`src/hdl/stok_pkg.sv`:
```
package stok_pkg;

    localparam int OUT_W = 16;

    typedef struct packed {
        logic [7:0] char_code;
        logic       end_of_text;
    } in_item_t;

    typedef struct packed {
        logic [7:0]       token_char;
        logic             token_first;
        logic             token_end;
        logic [OUT_W-1:0] token_line;
        logic [OUT_W-1:0] token_column;
        logic             token_truncated;
        logic             run_last;
    } out_item_t;

    typedef enum logic [1:0] {
        LM_DEFAULT,
        LM_LINE,
        LM_BLOCK,
        LM_STRING
    } lex_mode_t;

    typedef enum logic [1:0] {
        OP_NONE,
        OP_SINGLE,
        OP_PAIR
    } op_kind_t;

    typedef enum logic [1:0] {
        EM_BUF,
        EM_OP_A,
        EM_OP_B
    } emit_src_t;

    typedef enum logic [2:0] {
        ST_IDLE,
        ST_EVAL,
        ST_FL_RD,
        ST_FL_EM,
        ST_OP_A,
        ST_OP_B,
        ST_LAST
    } state_t;

    // held byte with the new byte as lookahead, new byte alone, final word flush
    typedef enum logic [1:0] {
        PASS_HELD,
        PASS_NEW,
        PASS_FINAL
    } pass_t;

    typedef struct packed {
        state_t st;
        pass_t  ps;
    } route_t;

    typedef struct packed {
        logic      accept;
        logic      eval;
        logic      eval_new;
        logic      commit;
        logic      commit_use_in;
        logic      commit_swallow;
        logic      commit_end;
        logic      rd_issue;
        logic      flush_done;
        logic      emit;
        emit_src_t emit_src;
        logic      finish;
    } ctrl_cmd_t;

    typedef struct packed {
        logic     held_valid;
        logic     len_zero;
        logic     ev_flush;
        op_kind_t ev_op;
        logic     ev_swallow;
        op_kind_t op_kind;
        logic     k_done;
        logic     advance;
    } ctrl_sts_t;

endpackage

```
`src/hdl/stok_ram.sv`:
```
module stok_ram #(
    parameter int WIDTH = 8,
    parameter int DEPTH = 32
) (
    input  logic                     aclk,
    input  logic                     we,
    input  logic [$clog2(DEPTH)-1:0] waddr,
    input  logic [WIDTH-1:0]         wdata,
    input  logic                     re,
    input  logic [$clog2(DEPTH)-1:0] raddr,
    output logic [WIDTH-1:0]         rdata
);

    logic [WIDTH-1:0] mem_reg [DEPTH];
    logic [WIDTH-1:0] rdata_reg;

    always_ff @(posedge aclk) begin
        if (we) begin
            mem_reg[waddr] <= wdata;
        end
        if (re) begin
            rdata_reg <= mem_reg[raddr];
        end
    end

    assign rdata = rdata_reg;

endmodule

```
`src/hdl/stok_ctrl.sv`:
```
module stok_ctrl (
    input  logic                aclk,
    input  logic                aresetn,
    input  logic                s_valid,
    output logic                s_ready,
    input  logic                s_end,
    input  stok_pkg::ctrl_sts_t sts,
    output stok_pkg::ctrl_cmd_t cmd
);

    import stok_pkg::*;

    state_t state_reg, state_next;
    pass_t  pass_reg, pass_next;
    logic   end_reg, end_next;
    logic   swallow_reg, swallow_next;

    function automatic route_t route_after(pass_t p, logic e, logic sw);
        route_t r;
        r.st = ST_LAST;
        r.ps = p;
        case (p)
            PASS_HELD: begin
                if (e) begin
                    if (sw) begin
                        r.st = ST_FL_RD;
                        r.ps = PASS_FINAL;
                    end else begin
                        r.st = ST_EVAL;
                        r.ps = PASS_NEW;
                    end
                end
            end
            PASS_NEW: begin
                r.st = ST_FL_RD;
                r.ps = PASS_FINAL;
            end
            default: begin
                r.st = ST_LAST;
            end
        endcase
        return r;
    endfunction

    always_ff @(posedge aclk) begin
        if (!aresetn) begin
            state_reg   <= ST_IDLE;
            pass_reg    <= PASS_HELD;
            end_reg     <= 1'b0;
            swallow_reg <= 1'b0;
        end else begin
            state_reg   <= state_next;
            pass_reg    <= pass_next;
            end_reg     <= end_next;
            swallow_reg <= swallow_next;
        end
    end

    always_comb begin
        route_t rt;
        logic   slow;
        state_next   = state_reg;
        pass_next    = pass_reg;
        end_next     = end_reg;
        swallow_next = swallow_reg;
        cmd          = '0;
        cmd.emit_src = EM_BUF;
        s_ready      = 1'b0;
        rt           = route_after(pass_reg, end_reg, swallow_reg);
        slow         = 1'b0;
        case (state_reg)
            ST_IDLE: begin
                s_ready = 1'b1;
                if (s_valid) begin
                    cmd.accept = 1'b1;
                    end_next   = s_end;
                    if (sts.held_valid) begin
                        cmd.eval     = 1'b1;
                        pass_next    = PASS_HELD;
                        swallow_next = sts.ev_swallow;
                        slow = s_end || (sts.ev_flush && !sts.len_zero) ||
                               (sts.ev_op != OP_NONE);
                        rt = route_after(PASS_HELD, s_end, sts.ev_swallow);
                        if (!slow) begin
                            cmd.commit         = 1'b1;
                            cmd.commit_use_in  = 1'b1;
                            cmd.commit_swallow = sts.ev_swallow;
                        end else if (sts.ev_flush) begin
                            state_next = ST_FL_RD;
                        end else if (sts.ev_op != OP_NONE) begin
                            state_next = ST_OP_A;
                        end else begin
                            state_next = rt.st;
                            pass_next  = rt.ps;
                        end
                    end else begin
                        swallow_next = 1'b0;
                        if (s_end) begin
                            pass_next  = PASS_NEW;
                            state_next = ST_EVAL;
                        end else begin
                            cmd.commit        = 1'b1;
                            cmd.commit_use_in = 1'b1;
                        end
                    end
                end
            end
            ST_EVAL: begin
                cmd.eval     = 1'b1;
                cmd.eval_new = 1'b1;
                if (sts.ev_flush) begin
                    state_next = ST_FL_RD;
                end else if (sts.ev_op != OP_NONE) begin
                    state_next = ST_OP_A;
                end else begin
                    state_next = rt.st;
                    pass_next  = rt.ps;
                end
            end
            ST_FL_RD: begin
                if (sts.k_done) begin
                    cmd.flush_done = 1'b1;
                    if (pass_reg != PASS_FINAL && sts.op_kind != OP_NONE) begin
                        state_next = ST_OP_A;
                    end else begin
                        state_next = rt.st;
                        pass_next  = rt.ps;
                    end
                end else begin
                    cmd.rd_issue = 1'b1;
                    state_next   = ST_FL_EM;
                end
            end
            ST_FL_EM: begin
                if (sts.advance) begin
                    cmd.emit     = 1'b1;
                    cmd.emit_src = EM_BUF;
                    state_next   = ST_FL_RD;
                end
            end
            ST_OP_A: begin
                if (sts.advance) begin
                    cmd.emit     = 1'b1;
                    cmd.emit_src = EM_OP_A;
                    if (sts.op_kind == OP_PAIR) begin
                        state_next = ST_OP_B;
                    end else begin
                        state_next = rt.st;
                        pass_next  = rt.ps;
                    end
                end
            end
            ST_OP_B: begin
                if (sts.advance) begin
                    cmd.emit     = 1'b1;
                    cmd.emit_src = EM_OP_B;
                    state_next   = rt.st;
                    pass_next    = rt.ps;
                end
            end
            ST_LAST: begin
                if (sts.advance) begin
                    cmd.finish         = 1'b1;
                    cmd.commit         = 1'b1;
                    cmd.commit_swallow = swallow_reg;
                    cmd.commit_end     = end_reg;
                    state_next         = ST_IDLE;
                end
            end
            default: begin
                state_next = ST_IDLE;
            end
        endcase
    end

    assert property (@(posedge aclk) disable iff (!aresetn)
        (cmd.emit || cmd.finish) |-> sts.advance)
        else $error("result staged while output stage is blocked");

    assert property (@(posedge aclk) disable iff (!aresetn)
        (s_valid && s_ready && !s_end && !sts.held_valid) |=> (state_reg == ST_IDLE))
        else $error("first byte of a run left the idle state");

    assert property (@(posedge aclk) disable iff (!aresetn)
        (state_reg == ST_FL_EM) |-> ($past(cmd.rd_issue) || $past(state_reg) == ST_FL_EM))
        else $error("buffer character emitted without a read");

endmodule

```
`src/hdl/stok_dpath.sv`:
```
module stok_dpath #(
    parameter int MAX_TOKEN_LEN = 32,
    parameter int POS_BITS      = 16
) (
    input  logic                aclk,
    input  logic                aresetn,
    input  stok_pkg::in_item_t  s_data,
    output logic                m_valid,
    input  logic                m_ready,
    output stok_pkg::out_item_t m_data,
    input  stok_pkg::ctrl_cmd_t cmd,
    output stok_pkg::ctrl_sts_t sts
);

    import stok_pkg::*;

    localparam int LEN_W = $clog2(MAX_TOKEN_LEN + 1);
    localparam int AW    = $clog2(MAX_TOKEN_LEN);
    localparam int SUM_W = POS_BITS + 2;
    localparam logic [POS_BITS-1:0] POS_MAX = {POS_BITS{1'b1}};
    localparam logic [LEN_W-1:0]    LEN_MAX = LEN_W'(MAX_TOKEN_LEN);
    localparam logic [7:0] CH_NL = 8'h0A;
    localparam logic [7:0] CH_CR = 8'h0D;

    function automatic logic is_split(logic [7:0] c);
        case (c)
            ":", ";", ",", ".", "{", "}", "(", ")", "[", "]", "*", "/", "+", "-",
            "&", "|", "=", "!", "<", ">", "'", "\"", "^", "?", "%", "\\", " ":
                is_split = 1'b1;
            default: is_split = 1'b0;
        endcase
    endfunction

    function automatic logic pairs_with(logic [7:0] a, logic [7:0] b);
        case (a)
            "=", "!", "<", ">": pairs_with = (b == "=");
            "-":                pairs_with = (b == "-") || (b == "=");
            "+":                pairs_with = (b == "+") || (b == "=");
            "*":                pairs_with = (b == "=") || (b == "/") || (b == "*");
            "/":                pairs_with = (b == "=") || (b == "*") || (b == "/");
            "|":                pairs_with = (b == "|");
            "&":                pairs_with = (b == "&");
            default:            pairs_with = 1'b0;
        endcase
    endfunction

    lex_mode_t           mode_reg, mode_next;
    logic [7:0]          held_reg, held_next;
    logic                held_valid_reg, held_valid_next;
    logic [LEN_W-1:0]    len_reg, len_next;
    logic                ovf_reg, ovf_next;
    logic [POS_BITS-1:0] line_reg, line_next;
    logic [POS_BITS-1:0] col_reg, col_next;
    logic [LEN_W-1:0]    k_reg, k_next;
    logic [7:0]          in_char_reg, in_char_next;
    op_kind_t            op_kind_reg, op_kind_next;
    logic [7:0]          op_c_reg, op_c_next;
    logic [7:0]          op_n_reg, op_n_next;
    out_item_t           stg_reg, stg_next;
    logic                stg_valid_reg, stg_valid_next;
    out_item_t           out_reg, out_next;
    logic                out_valid_reg, out_valid_next;

    logic [7:0]          ev_c, ev_nx, cc, rd_data;
    logic                ev_hn, hn, is_nl, is_cr, lc_end, sp_sw, close_cmt, dflt;
    lex_mode_t           m1, ev_mode;
    logic                ev_append, ev_flush, ev_swallow;
    op_kind_t            ev_op;
    logic [1:0]          col_step;
    logic [SUM_W-1:0]    col_sum;
    logic [POS_BITS-1:0] col_base, ev_col, ev_line;
    logic                len_full, out_free, advance, ram_we;
    out_item_t           res;

    always_comb begin
        ev_c  = cmd.eval_new ? in_char_reg : held_reg;
        ev_hn = !cmd.eval_new;
        ev_nx = cmd.eval_new ? 8'h00 : s_data.char_code;
        is_nl = (ev_c == CH_NL);
        is_cr = (ev_c == CH_CR);
        lc_end = is_nl && (mode_reg == LM_LINE);
        cc = (is_nl || is_cr) ? 8'(" ") : ev_c;
        sp_sw = !lc_end && (cc == " ") && ev_hn && (ev_nx == " ");
        hn = ev_hn && !sp_sw;
        m1 = mode_reg;
        close_cmt = 1'b0;
        if (mode_reg != LM_STRING && hn) begin
            if (cc == "/" && ev_nx == "/") begin
                m1 = LM_LINE;
            end else if (cc == "/" && ev_nx == "*") begin
                m1 = LM_BLOCK;
            end
            if (cc == "*" && ev_nx == "/") begin
                m1 = LM_DEFAULT;
                close_cmt = 1'b1;
            end
        end
        ev_mode    = m1;
        ev_append  = 1'b0;
        ev_flush   = 1'b0;
        ev_op      = OP_NONE;
        ev_swallow = sp_sw;
        dflt       = 1'b0;
        if (lc_end) begin
            ev_mode    = LM_DEFAULT;
            ev_swallow = 1'b0;
        end else if (close_cmt) begin
            ev_swallow = 1'b1;
        end else if (m1 == LM_LINE || m1 == LM_BLOCK) begin
            ev_swallow = sp_sw;
        end else if (cc == "\"") begin
            ev_mode   = (m1 == LM_STRING) ? LM_DEFAULT : LM_STRING;
            ev_append = 1'b1;
        end else if (m1 == LM_STRING) begin
            ev_append = 1'b1;
        end else begin
            dflt = 1'b1;
            if (!is_split(cc)) begin
                ev_append = 1'b1;
            end else begin
                ev_flush = 1'b1;
                if (cc != " ") begin
                    if (hn && pairs_with(cc, ev_nx)) begin
                        ev_op      = OP_PAIR;
                        ev_swallow = 1'b1;
                    end else begin
                        ev_op = OP_SINGLE;
                    end
                end
            end
        end
        col_step = 2'(is_cr) + 2'(sp_sw) + 2'(dflt);
        col_base = is_nl ? '0 : col_reg;
        col_sum  = SUM_W'(col_base) + SUM_W'(col_step);
        ev_col   = (col_sum > SUM_W'(POS_MAX)) ? POS_MAX : col_sum[POS_BITS-1:0];
        ev_line  = (is_nl && line_reg != POS_MAX) ? line_reg + 1'b1 : line_reg;
    end

    assign len_full = (len_reg >= LEN_MAX);
    assign ram_we   = cmd.eval && ev_append && !len_full;
    assign out_free = !out_valid_reg || m_ready;
    assign advance  = !stg_valid_reg || out_free;

    stok_ram #(
        .WIDTH(8),
        .DEPTH(MAX_TOKEN_LEN)
    ) u_buf (
        .aclk  (aclk),
        .we    (ram_we),
        .waddr (len_reg[AW-1:0]),
        .wdata (cc),
        .re    (cmd.rd_issue),
        .raddr (k_reg[AW-1:0]),
        .rdata (rd_data)
    );

    always_comb begin
        res                 = '0;
        res.token_line      = OUT_W'(line_reg);
        res.token_column    = OUT_W'(col_reg);
        case (cmd.emit_src)
            EM_BUF: begin
                res.token_char      = rd_data;
                res.token_first     = (k_reg == '0);
                res.token_end       = (LEN_W'(k_reg + 1'b1) == len_reg);
                res.token_truncated = ovf_reg;
            end
            EM_OP_A: begin
                res.token_char  = op_c_reg;
                res.token_first = 1'b1;
                res.token_end   = (op_kind_reg != OP_PAIR);
            end
            EM_OP_B: begin
                res.token_char = op_n_reg;
                res.token_end  = 1'b1;
            end
            default: begin
                res.token_char = op_c_reg;
            end
        endcase
    end

    always_comb begin
        mode_next       = mode_reg;
        held_next       = held_reg;
        held_valid_next = held_valid_reg;
        len_next        = len_reg;
        ovf_next        = ovf_reg;
        line_next       = line_reg;
        col_next        = col_reg;
        k_next          = k_reg;
        in_char_next    = in_char_reg;
        op_kind_next    = op_kind_reg;
        op_c_next       = op_c_reg;
        op_n_next       = op_n_reg;
        stg_next        = stg_reg;
        stg_valid_next  = stg_valid_reg;
        out_next        = out_reg;
        out_valid_next  = out_valid_reg;

        if (cmd.accept) begin
            in_char_next = s_data.char_code;
        end
        if (cmd.eval) begin
            mode_next    = ev_mode;
            line_next    = ev_line;
            col_next     = ev_col;
            op_kind_next = ev_op;
            op_c_next    = cc;
            op_n_next    = ev_nx;
            if (ev_append) begin
                if (!len_full) begin
                    len_next = len_reg + 1'b1;
                end else begin
                    ovf_next = 1'b1;
                end
            end
        end
        if (cmd.emit && cmd.emit_src == EM_BUF) begin
            k_next = k_reg + 1'b1;
        end
        if (cmd.flush_done) begin
            len_next = '0;
            ovf_next = 1'b0;
            k_next   = '0;
        end
        if (cmd.commit) begin
            if (cmd.commit_end) begin
                held_valid_next = 1'b0;
                held_next       = 8'h00;
                mode_next       = LM_DEFAULT;
                line_next       = POS_BITS'(1);
                col_next        = '0;
            end else if (held_valid_reg && cmd.commit_swallow) begin
                held_valid_next = 1'b0;
                held_next       = 8'h00;
            end else begin
                held_valid_next = 1'b1;
                held_next       = cmd.commit_use_in ? s_data.char_code : in_char_reg;
            end
        end

        if (m_ready) begin
            out_valid_next = 1'b0;
        end
        if ((cmd.emit || cmd.finish) && stg_valid_reg) begin
            out_valid_next    = 1'b1;
            out_next          = stg_reg;
            out_next.run_last = cmd.finish;
        end
        if (cmd.emit) begin
            stg_next       = res;
            stg_valid_next = 1'b1;
        end
        if (cmd.finish) begin
            stg_valid_next = 1'b0;
        end
    end

    always_ff @(posedge aclk) begin
        if (!aresetn) begin
            mode_reg       <= LM_DEFAULT;
            held_reg       <= 8'h00;
            held_valid_reg <= 1'b0;
            len_reg        <= '0;
            ovf_reg        <= 1'b0;
            line_reg       <= POS_BITS'(1);
            col_reg        <= '0;
            k_reg          <= '0;
            op_kind_reg    <= OP_NONE;
            stg_valid_reg  <= 1'b0;
            out_valid_reg  <= 1'b0;
        end else begin
            mode_reg       <= mode_next;
            held_reg       <= held_next;
            held_valid_reg <= held_valid_next;
            len_reg        <= len_next;
            ovf_reg        <= ovf_next;
            line_reg       <= line_next;
            col_reg        <= col_next;
            k_reg          <= k_next;
            op_kind_reg    <= op_kind_next;
            stg_valid_reg  <= stg_valid_next;
            out_valid_reg  <= out_valid_next;
        end
    end

    always_ff @(posedge aclk) begin
        in_char_reg <= in_char_next;
        op_c_reg    <= op_c_next;
        op_n_reg    <= op_n_next;
        stg_reg     <= stg_next;
        out_reg     <= out_next;
    end

    assign m_valid = out_valid_reg;
    assign m_data  = out_reg;

    assign sts.held_valid = held_valid_reg;
    assign sts.len_zero   = (len_reg == '0);
    assign sts.ev_flush   = ev_flush;
    assign sts.ev_op      = ev_op;
    assign sts.ev_swallow = ev_swallow;
    assign sts.op_kind    = op_kind_reg;
    assign sts.k_done     = (k_reg == len_reg);
    assign sts.advance    = advance;

    assert property (@(posedge aclk) disable iff (!aresetn)
        len_reg <= LEN_MAX)
        else $error("token length beyond buffer depth");

    assert property (@(posedge aclk) disable iff (!aresetn)
        k_reg <= len_reg)
        else $error("flush index past token length");

    assert property (@(posedge aclk) disable iff (!aresetn)
        ((cmd.emit || cmd.finish) && stg_valid_reg) |-> out_free)
        else $error("output register overwritten before transfer");

endmodule

```
`src/hdl/source_text_tokenizer_top.sv`:
```
// Streaming source text tokenizer. One byte per input transfer (end_of_text marks the last
// byte of a text); each token comes out one character per output transfer, carrying line,
// column, first/end and truncation marks, and run_last on the final result of an input.
// A byte that emits nothing is committed in the idle state. A byte that closes a word is
// taken, then each buffered word character is read and emitted (each token buffer read
// is registered and issued one character at a time), the word scan ends, each operator
// character is emitted and a last step closes the byte; end of text adds an evaluation
// of the final byte, unless the held byte swallowed it, and a second word scan. The next
// byte is accepted while the last result still waits in the output register.
module source_text_tokenizer_top #(
    parameter int MAX_TOKEN_LEN = 32,
    parameter int POS_BITS      = 16
) (
    input  logic                aclk,
    input  logic                aresetn,
    input  logic                s_valid,
    output logic                s_ready,
    input  stok_pkg::in_item_t  s_data,
    output logic                m_valid,
    input  logic                m_ready,
    output stok_pkg::out_item_t m_data
);

    import stok_pkg::*;

    ctrl_cmd_t cmd;
    ctrl_sts_t sts;

    stok_ctrl u_ctrl (
        .aclk    (aclk),
        .aresetn (aresetn),
        .s_valid (s_valid),
        .s_ready (s_ready),
        .s_end   (s_data.end_of_text),
        .sts     (sts),
        .cmd     (cmd)
    );

    stok_dpath #(
        .MAX_TOKEN_LEN (MAX_TOKEN_LEN),
        .POS_BITS      (POS_BITS)
    ) u_dpath (
        .aclk    (aclk),
        .aresetn (aresetn),
        .s_data  (s_data),
        .m_valid (m_valid),
        .m_ready (m_ready),
        .m_data  (m_data),
        .cmd     (cmd),
        .sts     (sts)
    );

endmodule
```
`config.mk`:
```
export PLATFORM = sky130hd
export DESIGN_NAME = source_text_tokenizer_top
export DESIGN_NICKNAME = d
export VERILOG_FILES = /design/src/hdl/stok_pkg.sv /design/src/hdl/stok_ram.sv /design/src/hdl/stok_ctrl.sv /design/src/hdl/stok_dpath.sv /design/src/hdl/source_text_tokenizer_top.sv
export SDC_FILE = /design/constraint.sdc
export NUM_CORES = 1
export LEC_CHECK = 0
export BUFFER_PORTS_ARGS = -buffer_cell sky130_fd_sc_hd__buf_4
export CAP_MARGIN = 40
export CORE_UTILIZATION = 55
export CTS_CLUSTER_DIAMETER = 40
export DETAILED_ROUTE_END_ITERATION = 6
export HOLD_SLACK_MARGIN = 0.06
export PLACE_DENSITY = 0.75
export SETUP_SLACK_MARGIN = 0.4
export SLEW_MARGIN = 10
export SYNTH_ARGS = -nofsm -noshare
export SYNTH_HDL_FRONTEND = slang
export SYNTH_SLANG_ARGS = --single-unit
```
`constraint.sdc`:
```
create_clock -name aclk -period 5.51 [get_ports aclk]
set_input_delay 0.551 -clock aclk [delete_from_list [all_inputs] [get_ports aclk]]
set_output_delay 0.551 -clock aclk [all_outputs]
set_load 0.02 [all_outputs]
```
### Yosys cells after proc, flatten, opt, wreduce, memory -nomap -nowiden

Memory sizes are Yosys's and may differ from the RTL's. A register that Yosys moved wholly into a read port is not among the register bits.
Cells that the tools add are included.

* RAM bits: 256
* memories: 2
* register bits after elaboration: 178
* output and inout bits: 46
* latch bits: 0
* ROM bits: 128
* logic and storage cells: 300

Memory list
* u_dpath.u_buf.mem_reg: depth 32, width 8, read ports 1, clocked after Yosys merged registers in 1, wr ports 1, RTL line stok_ram.sv:14 `logic [WIDTH-1:0] mem_reg [DEPTH];`
* (no name shown): depth 128, width 1, read ports 1, clocked after Yosys merged registers in 0, wr ports 0, RTL line stok_dpath.sv:26 `case (c)`

* $mul: 0
* divide/modulo/power cells: 0
* reduce and logical (&&, ||, !) cells: 55
* magnitude comparators: 2
* muxes and demuxes: 147
* add/sub/neg operators: 6
* bitwise operators: 2
* shifts and indexed selects: 0
* equal/unequal tests: 55

Operators by type and width (number)
* equality test 8 x 6 -> 1 bit, second input constant: 18
* 2-to-1 mux 16 bit: 9
* 2-to-1 mux 2 bit: 38
* 2-to-1 mux 3 bit: 20
* 2-to-1 mux 1 bit: 58
* 2-to-1 mux 8 bit: 6
* case mux 3 bit (7 select lines): 1
* greater-than comparator 18 x 16 -> 1 bit, second input constant: 1
* logical AND 1 bit: 18
* inequality test 2 bit, second input constant: 9
* adder 16 x 2 -> 17 bit: 1
* adder 16 x 1 -> 16 bit, second input constant: 1
* equality test 8 x 4 -> 1 bit, second input constant: 2
* equality test 8 x 7 -> 1 bit, second input constant: 2
* inequality test 16 bit, second input constant: 1
* case mux 8 bit (2 select lines): 1
* logical OR 1 bit: 13
* adder 6 x 1 -> 6 bit, second input constant: 2
* equality test 6 bit: 2
* zero test 6 bit: 2
* 2-to-1 mux 5 bit: 2
* case mux 2 bit (5 select lines): 1
* AND reduction 10 bit: 1
* equality test 3 bit, second input constant: 3
* 29 further kinds: 55

### Longest topological paths before layout

Gate-level depths: netlist of the first run.

* word-level depth: 44
* depth in mapped cells: 29

### Cells and area by module

A second synthesis of the first run with hierarchy kept.

* cells, all modules: 1227
* area, all modules: 18780.5 µm²

By module, submodules not included
* stok_ram: cells an instance 417, area an instance 10133.5 µm², sequential area each 7927.6 µm², times used 1
* stok_dpath: cells an instance 690, area an instance 7798.7 µm², sequential area each 4534.3 µm², times used 1
* stok_ctrl: cells an instance 120, area an instance 848.3 µm², sequential area each 140.1 µm², times used 1

### Worst setup path after synthesis of the first run

OpenSTA, ideal clock, no wires.

* path kind: register to register
* from: register u_ctrl.state_reg[1]
* to: register u_dpath.col_reg[5]
* stages on the path, launching flop included: 30
* clock period less this slack: 5.387 ns
* buffers on the path: 5
* path slack: 0.123 ns
* setup time: 0.072 ns
* data required time: 5.438 ns
* arrival time: 5.315 ns
* cell sequence: dfxtp_1 > buf_6 > or3b_1 > buf_2 > buf_6 > clkbuf_1 > o211ai_1 > o2bb2ai_1 > and3b_1 > nor2b_1 > a21o_1 > o21a_1 > and2_1 > ha_1 > nor2_1 > nand4_4 > fa_1 > inv_1 > ha_1 > inv_1 > fa_1 > nor2_1 > nand2_1 > nor4_1 > and2_1 > nand2_1 > clkbuf_1 > o21ai_0 > nand2_1 > a21oi_1

* word-level cells in the longest chain between the ends: 32
* elaborated cells between the ends (all ways): 114
* classes of those cells: 3 x add/sub; 1 x order compare; 28 x eq/ne; 54 x mux; 27 x reduce/logical; 1 x memory

RTL lines
* start, declared: RTL line stok_ctrl.sv:13 `state_t state_reg, state_next;`
* start signal, assigned: RTL line stok_ctrl.sv:52 `state_reg <= state_next;`
* branches (longest 31 deep; another with 2-to-1 mux 8 bit)
* 2-to-1 mux 16 bit (*): RTL line stok_dpath.sv:227 `if (cmd.commit) begin`
* end signal, assigned: RTL line stok_dpath.sv:280 `col_reg <= col_next;`
* end, declared: RTL line stok_dpath.sv:53 `logic [POS_BITS-1:0] col_reg, col_next;`

Mark *: on every way between the ends. The select of a mux whose other input is x is not followed.
A chain may end at the register's enable or synchronous reset.

### Final worst setup path of the first run

* from: register u_dpath.in_char_reg[3]
* to: register u_dpath.col_reg[15]

* word-level cells in the longest chain between the ends: 30
* elaborated cells between the ends (all ways): 92
* classes of those cells: 3 x add/sub; 1 x order compare; 18 x eq/ne; 50 x mux; 19 x reduce/logical; 1 x memory

RTL lines
* start, declared: RTL line stok_dpath.sv:55 `logic [7:0] in_char_reg, in_char_next;`
* start signal, assigned: RTL line stok_dpath.sv:289 `in_char_reg <= in_char_next;`
* 2-to-1 mux 8 bit (*): RTL line stok_dpath.sv:76 `ev_c = cmd.eval_new ? in_char_reg : held_reg;`
* branches (longest 28 deep; another with equality test 8 x 4 -> 1 bit)
* 2-to-1 mux 16 bit (*): RTL line stok_dpath.sv:227

Marks and branches as above.

==> results of run 1 <==
-- cells by family after synthesis --
family / Yosys count / synth area share (%)
adders and majority gates: 12 / 0.877
and+or+nand+nor: 369 / 10.2
xor gates and xnor gates: 36 / 1.67
AOI/OAI and AO/OA: 187 / 6.89
buffers and inverters: 89 / 1.99
muxes: 114 / 11.5
DFF: 442 / 66.9
-- Yosys cell counts, drive strengths merged, types with 4 or more instances --
library cell,n
nor2b,13
nand3b,7
nand2b,11
buf,17
ha,10
a211oi,7
or3,8
nand4,17
nand3,22
and2,20
o21ai,56
xnor2,11
a21oi,38
clkbuf,50
a22oi,8
o31ai,7
nor4,10
nand4b,4
nand2,94
xor2,25
o21a,4
a21boi,5
nor3,18
nor2,104
mux2,11
o2bb2ai,9
mux2i,23
edfxtp,375
and3,9
inv,21
a21o,4
o211ai,7
mux4,80
dfxtp,67
nor3b,5
and4,8
a31oi,11
-- power by group --
group / internal, uW / leakage [uW] / switching [uW] / total (uW)
sequential: 4180 / 0.00400 / 154 / 4330
combinational: 610 / 0.00252 / 1230 / 1840
clock: 1970 / 0.000807 / 1330 / 3300
-- through the flow --
step                hold WS (ns)  instances  cell area [um2]  power, uW
finish                     0.237       1829            21800       9470
global route               0.223       1829            21800       9800
CTS                        0.215       1824            21700       9480
detailed placement         0.405       1735            20000       6190
global placement           0.400       1729            19900       6140
floorplan                  0.400       1249            18900       5520
-- final timing paths --
path | from | endpoint | cells past startpoint
setup reg to reg | u_dpath.in_char_reg[3] | u_dpath.col_reg[15] | 23
setup / recovery | u_dpath.in_char_reg[3] | u_dpath.col_reg[15] | 23
hold / removal | s_data[6] | u_dpath.in_char_reg[5] | 1
hold reg to reg | u_dpath.stg_reg[29] | u_dpath.m_data[29] | 0
-- area by class of cell --
type	instances	area, um2
tap	448	561
sequential	442	12600
timing repair buffer	110	887
inverter	22	82.6
clock inverter	32	347
multi-input combinational	718	5980
fill	2279	11800
clock buffer	57	1320
-- routing by layer --
metal / part of all wire [%] / GRT usage, % / vias to the layer above
li1: - / - / 5050
met1: 43 / 34.3 / 5702
met2: 49 / 38.9 / 448
met3: 6.0 / 3.81 / 86
met4: 2.4 / 7.63 / 2
met5: 0.026 / 0 / -
-- critical path, stage by stage (launching register included) --
cell and delay, ns:
sky130_fd_sc_hd__edfxtp_1 0.49, sky130_fd_sc_hd__and4b_1 0.24, sky130_fd_sc_hd__a311o_1 0.34, sky130_fd_sc_hd__o2bb2ai_2 0.14, sky130_fd_sc_hd__and3b_2 0.25, sky130_fd_sc_hd__nor2b_4 0.14, sky130_fd_sc_hd__a21o_1 0.18, sky130_fd_sc_hd__o21a_1 0.12
sky130_fd_sc_hd__and2_1 0.14, sky130_fd_sc_hd__ha_1 0.34, sky130_fd_sc_hd__nor2_4 0.17, sky130_fd_sc_hd__nand4_4 0.14, sky130_fd_sc_hd__fa_2 0.42, sky130_fd_sc_hd__inv_1 0.06, sky130_fd_sc_hd__ha_1 0.15, sky130_fd_sc_hd__a21oi_1 0.11
sky130_fd_sc_hd__nor3b_2 0.19, sky130_fd_sc_hd__nand4_1 0.24, sky130_fd_sc_hd__nor3_4 0.29, sky130_fd_sc_hd__nand2_1 0.13, sky130_fd_sc_hd__o21ai_0 0.16, sky130_fd_sc_hd__nand2_1 0.07, sky130_fd_sc_hd__a22oi_1 0.20, sky130_fd_sc_hd__nor2_1 0.06
-- what timing repair did --
item | in CTS | in global routing
gates resized for setup | 3 | 21
setup buffers | 0 | 4
pin swaps | 0 | 7
endpoints found under the setup margin | 11 | 16
hold endpoints to repair | 0 | 0
==> results.cfg, run 1 <==
[placed_design]
place_worst_setup_slack_ns = 0.217
numPortBuffers = 58
gpl.final_weighted_congestion = 0.912
dp.final_hpwl_um = 27000

[cells_and_area]
layout.nets = 1367
layout.cells.most_common = sky130_fd_sc_hd__edfxtp_1
fin_util_pct = 64.8
most-common-layout-cells = sky130_fd_sc_hd__edfxtp_1, sky130_fd_sc_hd__buf_4, sky130_fd_sc_hd__nor2_1
layout-area-overhead-vs-synth_pct = 15.7
drive_gt1_share_pct = 24.0
number_of_diodes = 0
largest_register_ffs = 256

[power_and_ir_drop]
p_per_area_mw_per_mm2 = 435
worst_ir_drop_vdd_mv = 0.260
static-leakage-power_uw = 0.00732

[global_routing]
number_of_global_route_vias_before_repair = 11000
pin_count_of_the_biggest_net_entering_global_routing = 45
grt_first_pass_wirelength_um = 64800
globalRouteOverflowTotal = 0
antenna_found_initial = 1
global_route.usage.total_pct = 24.2

[setup_path]
worst_ep_required_time_ns = 5.97
critical_path_arrival_ns = 5.34
ff2ff_setup_slack_ns = 0.63
setup.worst_path.end_class = flip-flop
timing_worst_setup_path_type = reg -> reg
crit_fanout = 7
worst_setup_path_start_kind = flip-flop

[clocking]
clock_tree.htree_level_count = 2
tritoncts_num_sinks = 442
cts-buffers-inserted = 48
cts.hold.buffers_added = 0
clkLatencyLatePin_ns = 0.57
clock_path_buffers = 3
root_buffer = sky130_fd_sc_hd__clkbuf_16
post_cts_clock_slew_at_the_launch_and_capture_registers_of_the_worst_setup_and_hold_paths_ns = 0.06
tritoncts = done

[detailed_routing]
route.vias.total = 11300
first_iter_violations = 1166
detail_route.wl_per_cell_um = 22.9
detail_route.vias_per_cell = 6.17
drt_pass1_iterations = 7
finalWirelength_um = 41900
detail_route.drc_violations = 0
final_antenna_violating_net_count = 0

[sta]
setup_viol = 0
timing_max_transition_violations_final = 0
slew-limit-headroom_pct = 41.7
clock.fmax_mhz = 205
fin_crit_sh_pct = 88.6
fin_worst_skew_ns = 0.0216
period_minus_slack_ns = 4.88
rsz0062_at_grt = yes
worstMarginPinSlew_ns = 0.871
worst_slack_ns = 0.631
report.final.hold_viol_count = 0
fin_setup_tns_ns = 0

[logic_synthesis]
ys_seq_elements = 442
yosysUniqueCellTypes = 88
synthesis.nets = 1274
syn-mean-instance-area_um2 = 15.1
dominantRegCellSynth = sky130_fd_sc_hd__edfxtp_1
synth_top_cells_by_area = sky130_fd_sc_hd__edfxtp_1, sky130_fd_sc_hd__mux4_2, sky130_fd_sc_hd__dfxtp_1
synthesis.area_mm2 = 0.0188
synthDominantAreaCellType = sky130_fd_sc_hd__edfxtp_1
yosys.area.top_type_share_pct = 59.8
edff_count_synth = 375
yosysWarningCount = 0
synth-seq-area-share_pct = 66.9
number_of_standard_cells_after_synthesis = 1249
async_flop_share_pct = 0

[die]
fp-row-count = 67
fp.dieH_um = 187
fp.dieW_um = 187
io_pins = 59
floorplan.initialDensity_pct = 56.0
core_mm2 = 0.0336
design.die.area_mm2 = 0.0350

[status]
status = complete, no violations

[job]
max_cap_violations = 0

[worst_hold_path]
min-delay-path-class = in -> reg
Note: power is estimated with default switching activity, not from simulation.
==> run 2, diff against run 1 <==
--- a/config.mk
+++ b/config.mk
@@ -5,6 +5,7 @@
 export SDC_FILE = /design/constraint.sdc
 export NUM_CORES = 1
 export LEC_CHECK = 0
+export ABC_AREA = 1
 export BUFFER_PORTS_ARGS = -buffer_cell sky130_fd_sc_hd__buf_4
 export CAP_MARGIN = 40
 export CORE_UTILIZATION = 55
==> run 2 against run 1 <==
The flow now finishes with violations (setup timing). Clock power up 9.7%. Core utilization up 3.4 points. Highest routed layer is now met4. Clock skew down 0.0066 ns. Combinational power up 41%. Largest power group unchanged. Clock-buffer cell count up 4. Final cell count up 30%. Via count up 27%. Largest cell class unchanged. Sequential share of layout area down 2.8 points.
==> results.cfg, run 2 <==
[status]
status = finished with violations
violations = setup timing

[cells_and_area]
layout-area-overhead-vs-synth_pct = 21.9
layout.cells.most_common = sky130_fd_sc_hd__edfxtp_1
drive_gt1_share_pct = 20.4
most-common-layout-cells = sky130_fd_sc_hd__edfxtp_1, sky130_fd_sc_hd__nor2_1, sky130_fd_sc_hd__nand2_1
largest_register_ffs = 256
layout.nets = 1916
fin_util_pct = 68.2
number_of_diodes = 0

[setup_path]
r2r-start = u_ctrl.state_reg[1]
critPathSlowestCell = sky130_fd_sc_hd__dfxtp_4
cpMostUsedCell = sky130_fd_sc_hd__buf_6
critical_path.top_delay_family = buffers and inverters
worst_setup_path_start_kind = flip-flop
crit_fanout = 6
cp-startpoint = u_ctrl.state_reg[1]
worst_ep_required_time_ns = 5.95
timing_worst_setup_path_type = reg -> reg
critical-path-max-stage-delay_ns = 0.35
setup.worst_path.end_class = flip-flop
critical_path_buf_inv_count = 29
critical_path_arrival_ns = 6.04

[die]
core_mm2 = 0.0336
design.die.area_mm2 = 0.0349
io_pins = 59
fp-row-count = 67
fp.dieW_um = 187
floorplan.initialDensity_pct = 55.9
fp.dieH_um = 187

[detailed_routing]
finalWirelength_um = 49500
drt_pass1_iterations = 6
first_iter_violations = 1954
detail_route.wl_per_cell_um = 20.8
final_antenna_violating_net_count = 0
detail_route.vias_per_cell = 6.03
detail_route.drc_violations = 0
route.vias.total = 14400

[power_and_ir_drop]
seq_power_share_pct = 42.0
p_per_area_mw_per_mm2 = 468
worst_ir_drop_vdd_mv = 0.230
pwr-share-comb_pct = 24.2
p_switching_uw = 3330
static-leakage-power_uw = 0.00863
power_frac_clock_pct = 33.8
power.switching_fraction_pct = 31.1
intPower_uw = 7380
total_power_uw = 10700

[placed_design]
gpl.final_weighted_congestion = 0.922
place_worst_setup_slack_ns = -0.207
dp.final_hpwl_um = 28400
numPortBuffers = 58

[sta]
period_minus_slack_ns = 5.61
report.final.hold_viol_count = 0
worst_slack_ns = -0.0973
clock.fmax_mhz = 178
fin_setup_tns_ns = -0.225
slew-limit-headroom_pct = 36.6
rsz0062_at_grt = yes
fin_crit_sh_pct = 102
worstMarginPinSlew_ns = 0.950
setup_viol = 6
timing_max_transition_violations_final = 0
fin_worst_skew_ns = 0.0150
hold_ws_ns = 0.175

[logic_synthesis]
dominantRegCellSynth = sky130_fd_sc_hd__edfxtp_1
edff_count_synth = 375
yosys.area.top_type_share_pct = 59.9
synthDominantAreaCellType = sky130_fd_sc_hd__edfxtp_1
syn-mean-instance-area_um2 = 11.0
synthMostInstantiatedCell = sky130_fd_sc_hd__edfxtp_1
synthesis.nets = 1732
synth_top_cells_by_area = sky130_fd_sc_hd__edfxtp_1, sky130_fd_sc_hd__dfxtp_1, sky130_fd_sc_hd__nor2_1
yosysWarningCount = 0
synth.cells.most_frequent = sky130_fd_sc_hd__edfxtp_1, sky130_fd_sc_hd__nor2_1, sky130_fd_sc_hd__nand2_1, sky130_fd_sc_hd__o21ai_0, sky130_fd_sc_hd__inv_1
synthesis.area_mm2 = 0.0188
ys_seq_elements = 442
yosysUniqueCellTypes = 53
async_flop_share_pct = 0
number_of_standard_cells_after_synthesis = 1707
synth-seq-area-share_pct = 67.1

[clocking]
clock_path_buffers = 3
tritoncts_num_sinks = 442
cts.hold.buffers_added = 0
root_buffer = sky130_fd_sc_hd__clkbuf_16
clkLatencyLatePin_ns = 0.58
post_cts_clock_slew_at_the_launch_and_capture_registers_of_the_worst_setup_and_hold_paths_ns = 0.06
clock_tree.htree_level_count = 2
tritoncts = done
cts-buffers-inserted = 51

[global_routing]
antenna_found_initial = 0
global_route.usage.total_pct = 27.9
number_of_global_route_vias_before_repair = 13900
pin_count_of_the_biggest_net_entering_global_routing = 92
globalRouteOverflowTotal = 0
grt_use_met2_pct = 45.4
gr-usage-met3_pct = 5.07
grt_busiest_layer = met2
globalRouteMet1Util_pct = 36.9
grt_first_pass_wirelength_um = 75500

[worst_hold_path]
min-delay-path-class = in -> reg
hold_start = s_data[5]

[job]
max_cap_violations = 0
## run 2: layout make-up
cell class	count	area (um2)
Sequential cell	442	12600
Fill cell	2262	10700
Multi-Input combinational cell	1053	5670
Timing Repair Buffer	200	1670
Clock buffer	61	1360
Inverter	143	563
Tap cell	448	561
Clock inverter	35	474
## run 2: path summary, 6_finish.rpt
check | to | slack, ns | depth (start not counted)
worst max-delay path | u_dpath.mode_reg[1] | -0.1 | 45
worst min-delay path | u_dpath.in_char_reg[4] | 0.18 | 1
worst min register to register | u_dpath.m_data[42] | 0.42 | 0
worst max register to register | u_dpath.mode_reg[1] | -0.1 | 45
## run 2: cell families after synthesis
logic type / Yosys count / synth area share, %
xor+xnor: 29 / 1.35
fa+ha+maj: 12 / 0.879
flops: 442 / 67.1
buf+inv: 213 / 4.42
compound gates: 348 / 10.6
simple gates: 663 / 15.7
## run 2: worst reg2reg max path, delay by kind of cell, from the launching register on
kind	cells	cell delay (ns)
compound gates	3	0.42
buf+inv	29	3.33
flops	1	0.35
simple gates	13	1.38
## run 2: power groups by stage
stage                     Clock [uW]  Sequential [uW]  Combinational [uW]
after floorplan                    0             4490                1340
after global placement             0             4540                1970
after detailed placement           0             4550                2040
after CTS                       3630             4490                2340
after global routing            3770             4520                2760
final                           3620             4500                2600
## run 2: metrics by stage
step | cell area, um2 | instances
after floorplan | 18900 | 1707
after global placement | 19800 | 2177
after detailed placement | 19900 | 2181
after CTS | 22600 | 2365
after global routing | 22900 | 2382
final | 22900 | 2382
## run 2: layer usage
metal	share of wire [%]	vias up	routed length, um
li1	-	6407	-
met3	8.9	186	4390
met4	4.1	0	2040
met1	39	6929	19400
met2	48	831	23700
met5	0	-	0
## run 2: timing repair
action                     in CTS  in global routing
cloned                          1                  0
buffers inserted               87                 16
pin swaps                      32                 30
setup endpoints to repair      16                 18
gates resized for setup        48                 45
hold endpoints to repair        0                  0
==> run 3, diff against run 2 <==
--- a/config.mk
+++ b/config.mk
@@ -9,6 +9,7 @@
 export BUFFER_PORTS_ARGS = -buffer_cell sky130_fd_sc_hd__buf_4
 export CAP_MARGIN = 40
 export CORE_UTILIZATION = 55
+export CTS_BUF_LIST = sky130_fd_sc_hd__clkbuf_8
 export CTS_CLUSTER_DIAMETER = 40
 export DETAILED_ROUTE_END_ITERATION = 6
 export HOLD_SLACK_MARGIN = 0.06
==> constraint.sdc (replaced) <==
create_clock -name aclk -period 4.7 [get_ports aclk]
set_input_delay 0.47 -clock aclk [delete_from_list [all_inputs] [get_ports aclk]]
set_output_delay 0.47 -clock aclk [all_outputs]
set_load 0.02 [all_outputs]
==> run 3 against run 2 <==
The flow finishes with violations (DRC, setup timing). Setup slack got worse by 0.50 ns. Fmax rose by 5.9%. Power rose by 6.0%. Via count fell by 0.88%. Core utilization fell by 0.19 points. First-iteration DRC count fell by 7.2%. Largest cell class unchanged.
==> results.cfg, run 3 (synthesis gave the netlist of run 2 again) <==
[status]
status = finished with violations
violations = DRC, setup timing

[placed_design]
numPortBuffers = 58
postPlaceCellArea_mm2 = 0.0206
gpl.final_weighted_congestion = 0.924
numPlacedInstances = 2267
dp.final_hpwl_um = 29200

[detailed_routing]
drt_pass1_iterations = 7
first_iter_violations = 1813
route.vias.total = 14200
finalWirelength_um = 47400
detail_route.wl_per_cell_um = 19.5
wl_met3_um = 4290
m1WireLength_um = 19000
final_antenna_violating_net_count = 0
route.top_layer_used = met4
detail_route.vias_per_cell = 5.85
detail_route.drc_violations = 4
wl_met2_um = 22400

[global_routing]
antenna_found_initial = 0
number_of_global_route_vias_before_repair = 13700
pin_count_of_the_biggest_net_entering_global_routing = 83
grt_first_pass_wirelength_um = 73300
globalRouteOverflowTotal = 0
global_route.usage.total_pct = 26.9

[cells_and_area]
layout-area-overhead-vs-synth_pct = 21.6
number_of_diodes = 0
drive_gt1_share_pct = 22.3
fin_util_pct = 68.0
finish.cell_count_without_fillers = 2431
most-common-layout-cells = sky130_fd_sc_hd__edfxtp_1, sky130_fd_sc_hd__nor2_1, sky130_fd_sc_hd__nand2_1
layout.cells.most_common = sky130_fd_sc_hd__edfxtp_1
largest_register_ffs = 256
layout.cell_area.non_filler_mm2 = 0.0229
layout.nets = 1955
fillCellCount = 2303

[sta]
worst_slack_ns = -0.596
rsz0062_at_grt = yes
slew-limit-headroom_pct = 42.3
fin_crit_sh_pct = 113
report.final.hold_viol_count = 0
fin_worst_skew_ns = 0.0247
clock.fmax_mhz = 189
setup_viol = 16
timing_max_transition_violations_final = 0
worstMarginPinSlew_ns = 0.862
period_minus_slack_ns = 5.30
fin_setup_tns_ns = -8.82

[setup_path]
worst_ep_required_time_ns = 5.22
cpMostUsedCell = sky130_fd_sc_hd__nand2_2
setup.worst_path.end_class = flip-flop
critical_path_arrival_ns = 5.81
worst_setup_path_start_kind = flip-flop
critPathSlowestCell = sky130_fd_sc_hd__fa_1
critical-path-max-stage-delay_ns = 0.43
r2r_cells = 37
crit_fanout = 7
timing_worst_setup_path_type = reg -> reg

[die]
io_pins = 59
design.die.area_mm2 = 0.0349
fp.dieH_um = 187
core_mm2 = 0.0336
fp-row-count = 67
fp.dieW_um = 187
floorplan.initialDensity_pct = 55.9

[power_and_ir_drop]
worst_ir_drop_vdd_mv = 0.230
p_per_area_mw_per_mm2 = 497
static-leakage-power_uw = 0.00862

[job]
max_cap_violations = 0

[clocking]
tritoncts_num_sinks = 442
clkLatencyLatePin_ns = 0.59
post_cts_clock_slew_at_the_launch_and_capture_registers_of_the_worst_setup_and_hold_paths_ns = 0.06
clock_path_buffers = 3
root_buffer = sky130_fd_sc_hd__clkbuf_8
cts-buffers-inserted = 71
clock_tree.htree_level_count = 3
tritoncts = done
cts.hold.buffers_added = 0

[worst_hold_path]
timing.hold.worst_path_depth = 1
min-delay-path-class = in -> reg
run 3: final timing paths:
kind / from / endpoint / slack, ns
max: u_ctrl.state_reg[2] / u_dpath.col_reg[0] / -0.60
min: s_data[4] / u_dpath.in_char_reg[3] / 0.11
max reg2reg: u_ctrl.state_reg[2] / u_dpath.col_reg[0] / -0.60
min reg2reg: u_dpath.stg_reg[30] / u_dpath.m_data[30] / 0.42
run 3: report_power, final:
part	switching, uW	total (uW)	internal (uW)
clock network	1460	3080	1610
registers	221	5260	5040
logic	2010	3010	1010
total	3690	11400	7660
run 3: timing repair:
action                                  4_1_cts  5_1_grt
cloned                                        1        0
resized for setup                           122       42
pin swaps                                    57       62
setup buffers                                26       11
endpoints found under the setup margin       16      286
run 3: through the flow:
| stage | setup slack [ns] | hold slack [ns] | total power [uW] |
|---|---|---|---|
| 2_1_floorplan | -0.654 | 0.400 | 6840 |
| 3_3_place_gp | -0.476 | 0.402 | 7780 |
| 3_5_place_dp | -0.725 | 0.405 | 7900 |
| 4_1_cts | -0.517 | 0.0819 | 11200 |
| 5_1_grt | -0.913 | 0.0875 | 11800 |
| 6_report | -0.596 | 0.111 | 11400 |
run 3: critical path: cells and delay by family, from the launching register on:
family / cells / cell delay (ns)
flip-flops: 1 / 0.34
buffers and inverters: 10 / 0.97
AND/OR/NAND/NOR: 19 / 2.28
AO/OA/AOI/OAI: 4 / 0.39
adder cells (fa/ha/maj): 4 / 1.22
run 3: layer usage:
layer	vias up	track usage (%)
li1	6483	-
met1	6821	36.6
met2	782	42.5
met3	141	4.82
met4	0	12.1
met5	-	0
run 3: cell type report:
| type | instances | area (um2) | share of cell area [%] |
|---|---|---|---|
| clock buffer | 73 | 1000 | 4.40 |
| inverter | 143 | 559 | 2.45 |
| clock inverter | 53 | 307 | 1.34 |
| timing repair buffer | 219 | 1890 | 8.25 |
| sequential | 442 | 12600 | 55.2 |
| multi-input combinational | 1053 | 5930 | 25.9 |
| tap | 448 | 561 | 2.45 |
